==> config.mk <==
export PLATFORM = sky130hd
export DESIGN_NAME = acse_ctrl
export DESIGN_NICKNAME = d
export VERILOG_FILES = /design/src/rtl/core/acse_pkg.sv /design/src/rtl/core/acse_ctrl.sv
export SDC_FILE = /design/constraint.sdc
export NUM_CORES = 1
export LEC_CHECK = 0
export ABC_AREA = 0
export BUFFER_PORTS_ARGS = -buffer_cell sky130_fd_sc_hd__clkbuf_2
export CAP_MARGIN = 40
export CORE_AREA = 2 2 39 41
export DETAILED_ROUTE_END_ITERATION = 8
export DIE_AREA = 0 0 41 43
export PLACE_DENSITY_LB_ADDON = 0.12
export SYNTH_ARGS = -nofsm -noshare
export SYNTH_HDL_FRONTEND = slang
export SYNTH_SLANG_ARGS = --single-unit
==> constraint.sdc <==
create_clock -name clk -period 0.9 [get_ports clk]
set_input_delay 0.09 -clock clk [delete_from_list [all_inputs] [get_ports clk]]
set_output_delay 0.09 -clock clk [all_outputs]
set_load 0.02 [all_outputs]
==> src/rtl/core/acse_pkg.sv <==
// Package for the AES-128 CFB salted image encrypter.
// Types, constants, S-box and round helper functions. No dependencies.
package acse_pkg;

    localparam int unsigned SALT_START = 32;
    localparam int unsigned SALT_BYTES = 16;

    localparam logic [2:0] REG_KEY_HI  = 3'd0;
    localparam logic [2:0] REG_KEY_LO  = 3'd1;
    localparam logic [2:0] REG_IV_HI   = 3'd2;
    localparam logic [2:0] REG_IV_LO   = 3'd3;
    localparam logic [2:0] REG_SALT_HI = 3'd4;
    localparam logic [2:0] REG_SALT_LO = 3'd5;

    localparam logic [63:0] IV_HI_RESET = 64'h0001020304050607;
    localparam logic [63:0] IV_LO_RESET = 64'h08090a0b0c0d0e0f;

    typedef struct packed {
        logic [63:0] plain_hi;
        logic [63:0] plain_lo;
        logic [4:0]  byte_count;
        logic        final_block;
    } in_word_t;

    typedef struct packed {
        logic [63:0] cipher_hi;
        logic [63:0] cipher_lo;
        logic        end_of_image;
    } out_word_t;

    // controller -> datapath
    typedef struct packed {
        logic start_image;   // load IV, clear offset, load key
        logic load_block;    // capture plaintext, start AES on feedback
        logic pad_block;     // AES on feedback, plaintext = 16 x 0x10
        logic round_step;    // one AES round
        logic finish;        // xor, update feedback, fill output
        logic end_flag;
    } dp_cmd_t;

    // datapath -> controller
    typedef struct packed {
        logic last_round;
        logic need_pad;      // final block with full byte count
        logic is_final;
    } dp_stat_t;

    typedef logic [7:0] sbox_t [256];
    localparam sbox_t SBOX = '{
        8'h63,8'h7c,8'h77,8'h7b,8'hf2,8'h6b,8'h6f,8'hc5,8'h30,8'h01,8'h67,8'h2b,8'hfe,8'hd7,8'hab,8'h76,
        8'hca,8'h82,8'hc9,8'h7d,8'hfa,8'h59,8'h47,8'hf0,8'had,8'hd4,8'ha2,8'haf,8'h9c,8'ha4,8'h72,8'hc0,
        8'hb7,8'hfd,8'h93,8'h26,8'h36,8'h3f,8'hf7,8'hcc,8'h34,8'ha5,8'he5,8'hf1,8'h71,8'hd8,8'h31,8'h15,
        8'h04,8'hc7,8'h23,8'hc3,8'h18,8'h96,8'h05,8'h9a,8'h07,8'h12,8'h80,8'he2,8'heb,8'h27,8'hb2,8'h75,
        8'h09,8'h83,8'h2c,8'h1a,8'h1b,8'h6e,8'h5a,8'ha0,8'h52,8'h3b,8'hd6,8'hb3,8'h29,8'he3,8'h2f,8'h84,
        8'h53,8'hd1,8'h00,8'hed,8'h20,8'hfc,8'hb1,8'h5b,8'h6a,8'hcb,8'hbe,8'h39,8'h4a,8'h4c,8'h58,8'hcf,
        8'hd0,8'hef,8'haa,8'hfb,8'h43,8'h4d,8'h33,8'h85,8'h45,8'hf9,8'h02,8'h7f,8'h50,8'h3c,8'h9f,8'ha8,
        8'h51,8'ha3,8'h40,8'h8f,8'h92,8'h9d,8'h38,8'hf5,8'hbc,8'hb6,8'hda,8'h21,8'h10,8'hff,8'hf3,8'hd2,
        8'hcd,8'h0c,8'h13,8'hec,8'h5f,8'h97,8'h44,8'h17,8'hc4,8'ha7,8'h7e,8'h3d,8'h64,8'h5d,8'h19,8'h73,
        8'h60,8'h81,8'h4f,8'hdc,8'h22,8'h2a,8'h90,8'h88,8'h46,8'hee,8'hb8,8'h14,8'hde,8'h5e,8'h0b,8'hdb,
        8'he0,8'h32,8'h3a,8'h0a,8'h49,8'h06,8'h24,8'h5c,8'hc2,8'hd3,8'hac,8'h62,8'h91,8'h95,8'he4,8'h79,
        8'he7,8'hc8,8'h37,8'h6d,8'h8d,8'hd5,8'h4e,8'ha9,8'h6c,8'h56,8'hf4,8'hea,8'h65,8'h7a,8'hae,8'h08,
        8'hba,8'h78,8'h25,8'h2e,8'h1c,8'ha6,8'hb4,8'hc6,8'he8,8'hdd,8'h74,8'h1f,8'h4b,8'hbd,8'h8b,8'h8a,
        8'h70,8'h3e,8'hb5,8'h66,8'h48,8'h03,8'hf6,8'h0e,8'h61,8'h35,8'h57,8'hb9,8'h86,8'hc1,8'h1d,8'h9e,
        8'he1,8'hf8,8'h98,8'h11,8'h69,8'hd9,8'h8e,8'h94,8'h9b,8'h1e,8'h87,8'he9,8'hce,8'h55,8'h28,8'hdf,
        8'h8c,8'ha1,8'h89,8'h0d,8'hbf,8'he6,8'h42,8'h68,8'h41,8'h99,8'h2d,8'h0f,8'hb0,8'h54,8'hbb,8'h16
    };

    function automatic logic [7:0] xtime(input logic [7:0] b);
        xtime = {b[6:0], 1'b0} ^ (b[7] ? 8'h1b : 8'h00);
    endfunction

    function automatic logic [31:0] sub_word(input logic [31:0] w);
        sub_word = {SBOX[w[31:24]], SBOX[w[23:16]], SBOX[w[15:8]], SBOX[w[7:0]]};
    endfunction

    // byte 0 is bits [127:120]
    function automatic logic [127:0] aes_round(input logic [127:0] s, input logic last);
        logic [7:0] t [16];
        logic [7:0] u [16];
        logic [7:0] a0, a1, a2, a3, al;
        logic [127:0] r;
        for (int i = 0; i < 16; i++) begin
            t[i] = SBOX[s[127-8*i -: 8]];
        end
        for (int c = 0; c < 4; c++) begin
            for (int i = 0; i < 4; i++) begin
                u[i+4*c] = t[i + 4*((c+i) & 3)];
            end
        end
        for (int c = 0; c < 4; c++) begin
            a0 = u[4*c]; a1 = u[4*c+1]; a2 = u[4*c+2]; a3 = u[4*c+3];
            al = a0 ^ a1 ^ a2 ^ a3;
            if (!last) begin
                u[4*c]   = a0 ^ al ^ xtime(a0 ^ a1);
                u[4*c+1] = a1 ^ al ^ xtime(a1 ^ a2);
                u[4*c+2] = a2 ^ al ^ xtime(a2 ^ a3);
                u[4*c+3] = a3 ^ al ^ xtime(a3 ^ a0);
            end
        end
        for (int i = 0; i < 16; i++) begin
            r[127-8*i -: 8] = u[i];
        end
        aes_round = r;
    endfunction

    // next round key from the current one
    function automatic logic [127:0] next_key(input logic [127:0] k, input logic [7:0] rc);
        logic [31:0] w0, w1, w2, w3, t;
        t  = sub_word({k[23:0], k[31:24]}) ^ {rc, 24'h0};
        w0 = k[127:96] ^ t;
        w1 = k[95:64] ^ w0;
        w2 = k[63:32] ^ w1;
        w3 = k[31:0] ^ w2;
        next_key = {w0, w1, w2, w3};
    endfunction

endpackage

==> src/rtl/core/acse_ctrl.sv <==
// Sequencer for the encrypter: block load, ten rounds, output, pad block.
// Depends on acse_pkg.
module acse_ctrl
    import acse_pkg::*;
(
    input  logic     clk,
    input  logic     rst_n,
    input  logic     in_valid,
    output logic     in_stall,
    output logic     out_valid,
    input  logic     out_stall,
    input  dp_stat_t stat,
    output dp_cmd_t  cmd
);

    localparam logic [1:0] S_IDLE  = 2'd0;
    localparam logic [1:0] S_ROUND = 2'd1;
    localparam logic [1:0] S_OUT   = 2'd2;

    logic [1:0] state_reg, state_next;
    logic       in_image_reg, in_image_next;
    logic       valid_reg, valid_next;
    logic       out_free;

    assign out_free  = !valid_reg || !out_stall;
    assign in_stall  = state_reg != S_IDLE;
    assign out_valid = valid_reg;

    always_comb begin
        state_next    = state_reg;
        in_image_next = in_image_reg;
        valid_next    = valid_reg && out_stall;
        cmd           = '0;
        case (state_reg)
            S_IDLE:
            begin
                if (in_valid) begin
                    cmd.start_image = !in_image_reg;
                    cmd.load_block  = 1'b1;
                    in_image_next   = 1'b1;
                    state_next      = S_ROUND;
                end
            end
            S_ROUND:
            begin
                cmd.round_step = 1'b1;
                if (stat.last_round) begin
                    state_next = S_OUT;
                end
            end
            S_OUT:
            begin
                if (out_free) begin
                    cmd.finish   = 1'b1;
                    cmd.end_flag = stat.is_final && !stat.need_pad;
                    valid_next   = 1'b1;
                    if (stat.need_pad) begin
                        cmd.pad_block = 1'b1;
                        state_next    = S_ROUND;
                    end else begin
                        if (stat.is_final) begin
                            in_image_next = 1'b0;
                        end
                        state_next = S_IDLE;
                    end
                end
            end
            default:
            begin
                state_next = S_IDLE;
            end
        endcase
    end

    always_ff @(posedge clk or negedge rst_n) begin
        if (!rst_n) begin
            state_reg    <= S_IDLE;
            in_image_reg <= 1'b0;
            valid_reg    <= 1'b0;
        end else begin
            state_reg    <= state_next;
            in_image_reg <= in_image_next;
            valid_reg    <= valid_next;
        end
    end

endmodule

# Word level (Yosys, flattened, before mapping)
# Index checks and enable logic that the tools add are counted.
# Widths: inputs -> output; s select.
# word_totals
output_inout_bits	8
input_bits	7
ff_bits	4
# classes
n_reduce_logical	12
mux	20
eq_ne	7
# op_table
operator	count
$mux 2	7
$mux 1	11
$ne 2x2->1 const B	5
$pmux 2 s3	1
$reduce_and 5->1	1
$logic_not 1->1	4
$reduce_bool 2->1	2
$reduce_and 3->1	1
$eq 2x1->1 const B	1
$eq 2x2->1 const B	1
$logic_and 1x1->1	2
$logic_not 2->1	1
$pmux 1 s2	1
$logic_or 1x1->1	1

# Logic depth before layout (Yosys ltp)
# depth
depth_word	4
mapped_depth	3

# Worst setup path after synthesis
# OpenSTA, ideal clock, no wires.
# synth_timing
kind	register to output
start	register state_reg[1]
end	output port cmd[5] in the netlist's numbering
slack_ns	-0.417
n_path_buf	0
stages_incl_launch_ff	3
t_arrival_ns	1.227
required_ns	0.810
cell_sequence	dfrtp_1 > nor3b_2 > nor2b_1
# synth_rtl
item	line	text
start, declared	acse_ctrl.sv:20	logic [1:0] state_reg, state_next;
start signal, assigned	acse_ctrl.sv:81	state_reg <= state_next;
end, declared	acse_ctrl.sv:13	output dp_cmd_t cmd

==> impl_metrics.json <==
{
  "cts.sinks": 4,
  "crit_chain": "nand2b_4, a21oi_4, and3_4, buf_8",
  "ir_drop_mv": 0.829,
  "die_y_microns": 43,
  "synthFlopType": "dfrtp_1",
  "post-route-period-util_pct": 148,
  "synth_commonest_cells": "dfrtp_1 (4), inv_1 (2), nand2_1 (2), o2bb2ai_1 (2)",
  "fmax_mhz": 750,
  "layout.cells.non_filler": 66,
  "synth_edf_count": 0,
  "cp-end-kind": "output port",
  "worstReg2RegEnd": "in_image_reg$_DFFE_PN0P_",
  "cp.required_ps": 810,
  "place.gp.congestion": 0.725,
  "numPortBuffers": 14,
  "p_leak_nw": 0.278,
  "synth_largest_area_cell": "dfrtp_1",
  "max-clock-path-buffers": 2,
  "critPathCapture": "cmd[0]",
  "dp_hpwl_microns": 499,
  "arrival_ps": 1240,
  "synth_seq_cells": 4,
  "synth_area_per_cell_sq_um": 10.5,
  "grt_max_degree": 5,
  "async_reset_ff_share_pct": 100,
  "synth_top_cell_area_share_pct": 43.2,
  "start_kind": "flip-flop",
  "wl_microns": 693,
  "htree_num_levels": 1,
  "post-route-min-period_ps": 1330,
  "r2r_start": "state_reg[0]$_DFFE_PN0P_",
  "rsz0062_at_grt": "yes",
  "clk_pin_slew_ps": 30,
  "hold_viol_final": 0,
  "critPathMaxFanout": 4,
  "overflow": 0,
  "detail-route-antenna-nets": 0,
  "relSlewSlack_pct": 88.2,
  "synth.most_common_cell": "dfrtp_1",
  "vias": 258,
  "syn-num-nets": 29,
  "ys_types": 16,
  "outcome": "complete, but fails checks",
  "path_class": "reg -> out",
  "grt_pass1_wl_microns": 1080,
  "firstDrtPassIters": 3,
  "netlist_instances": 22,
  "fin_util_pct": 42.2,
  "largest_register_ffs": 2,
  "nNetsFinal": 59,
  "clock_insertion_delay_worst_skew_ps": 240,
  "yosysSeqAreaShare_pct": 43.2,
  "fin_ws_ps": -433,
  "netlist_area_sq_um": 231,
  "start_util_pct": 16.7,
  "fin_skew_ps": 9.00,
  "drive_gt1_share_pct": 80.0,
  "num_antenna_cells": 0,
  "dr.first_iter.drc_count": 5,
  "tightest_slew_ps": 174,
  "drv_cap": 0,
  "dpl.cell_count": 56,
  "r2r_setup_slack_ps": -290,
  "io_pins": 15,
  "slowest_delay_ps": 380,
  "core_area_sq_um": 1380,
  "cp-startpoint": "state_reg[0]$_DFFE_PN0P_",
  "grt_pass1_vias": 253,
  "viasPerCell": 3.91,
  "drc": 0,
  "pwr_density_cell_nw_per_um2": 2450,
  "fin_hold_ws_ps": 69.0,
  "num_rows": 14,
  "ys_warn_count": 0,
  "wl_per_cell_microns": 10.5,
  "final_max_slew_viol_count": 0,
  "fin_tns_setup_ps": -3360,
  "ctsRootBufferMaster": "clkbuf_4",
  "grt_use_total_pct": 9.97,
  "cts_made_buffers": 3,
  "cts_tree": "yes",
  "finalSetupViolations": 11,
  "placed_cell_area_sq_um": 377,
  "worst_path_max_delay_cell": "dfrtp_1",
  "violations": "negative setup slack",
  "antenna_found_initial": 0,
  "synthToLayoutAreaGrowth_pct": 152,
  "hp-class": "in -> reg",
  "design_area_sq_um": 584,
  "fp.dieW_microns": 41,
  "dieArea_sq_um": 1760,
  "synthTopCellsByArea": "dfrtp_1 (43%), o2bb2ai_1 (7.6%), a21oi_4 (7.0%), nor3b_2 (5.4%), mux2i_1 (4.3%)",
  "r2r_cells": 6
}
critical path: cells and delay by family (launching register included):
kind,cells,cell delay (ps)
buf+inv,1,100
flops,1,380
simple gates,2,370
compound gates,1,160
repair_timing:
| action | in CTS | in global routing |
|---|---|---|
| endpoints found under the hold margin | 4 | 0 |
| setup endpoints to repair | 11 | 11 |
| hold buffers | 1 | 0 |
| setup buffers | 3 | 3 |
| gates resized for setup | 16 | 21 |
| pin swaps | 2 | 4 |
routing by layer:
metal	routed length, microns	global-route usage (%)	up-vias
li1	-	-	131
met1	261	11.4	119
met2	384	13.4	8
met3	47	4.71	0
met4	0	8.00	0
met5	0	0	-
where the power goes:
| part | switching, mW | internal (mW) |
|---|---|---|
| registers | 0.0615 | 0.235 |
| logic | 0.344 | 0.561 |
| clock network | 0.0789 | 0.150 |
worst min-delay path by stage:
stage	startpoint	end	slack, ps	cells after the start
2_1_floorplan	rst_n	in_image_reg$_DFFE_PN0P_	-210	0
3_3_place_gp	rst_n	in_image_reg$_DFFE_PN0P_	-100	1
3_5_place_dp	rst_n	in_image_reg$_DFFE_PN0P_	-90	1
4_1_cts	stat[0]	in_image_reg$_DFFE_PN0P_	70	2
5_1_grt	stat[0]	in_image_reg$_DFFE_PN0P_	70	2
6_report	stat[0]	in_image_reg$_DFFE_PN0P_	70	2
metrics by stage:
step	power, mW	setup WS [ps]
after CTS	1.17	-457
after global placement	0.795	-224
after global routing	1.51	-509
after detailed placement	0.793	-227
final	1.43	-433
after floorplan	0.606	-260
cell usage in the layout (no fill, tap or decap), types with 2 or more instances in the layout:
cell	Yosys	routed
buf_6	0	7
clkbuf_2	0	6
buf_8	0	6
buf_4	1	6
clkbuf_4	0	3
dfrtp_1	4	3
nor2b_4	0	2
inv_1	2	2
nand2_1	2	2
layout make-up:
type / instances / area (sq um)
clock buffer: 3 / 22.5
fill: 148 / 800
tap: 16 / 20.0
inverter: 2 / 7.51
timing repair buffer: 26 / 254
multi-input combinational: 15 / 179
sequential: 4 / 101
cells by family (layout without fill, tap and decap cells):
logic type / after synthesis / after routing / synth area share (%)
multiplexers: 1 / 1 / 4.32
buffers and inverters: 3 / 31 / 6.49
AND/OR/NAND/NOR: 10 / 10 / 28.7
AO/OA/AOI/OAI: 4 / 4 / 17.3
flip-flops: 4 / 4 / 43.2
Note: power is estimated with default switching activity, not from simulation.
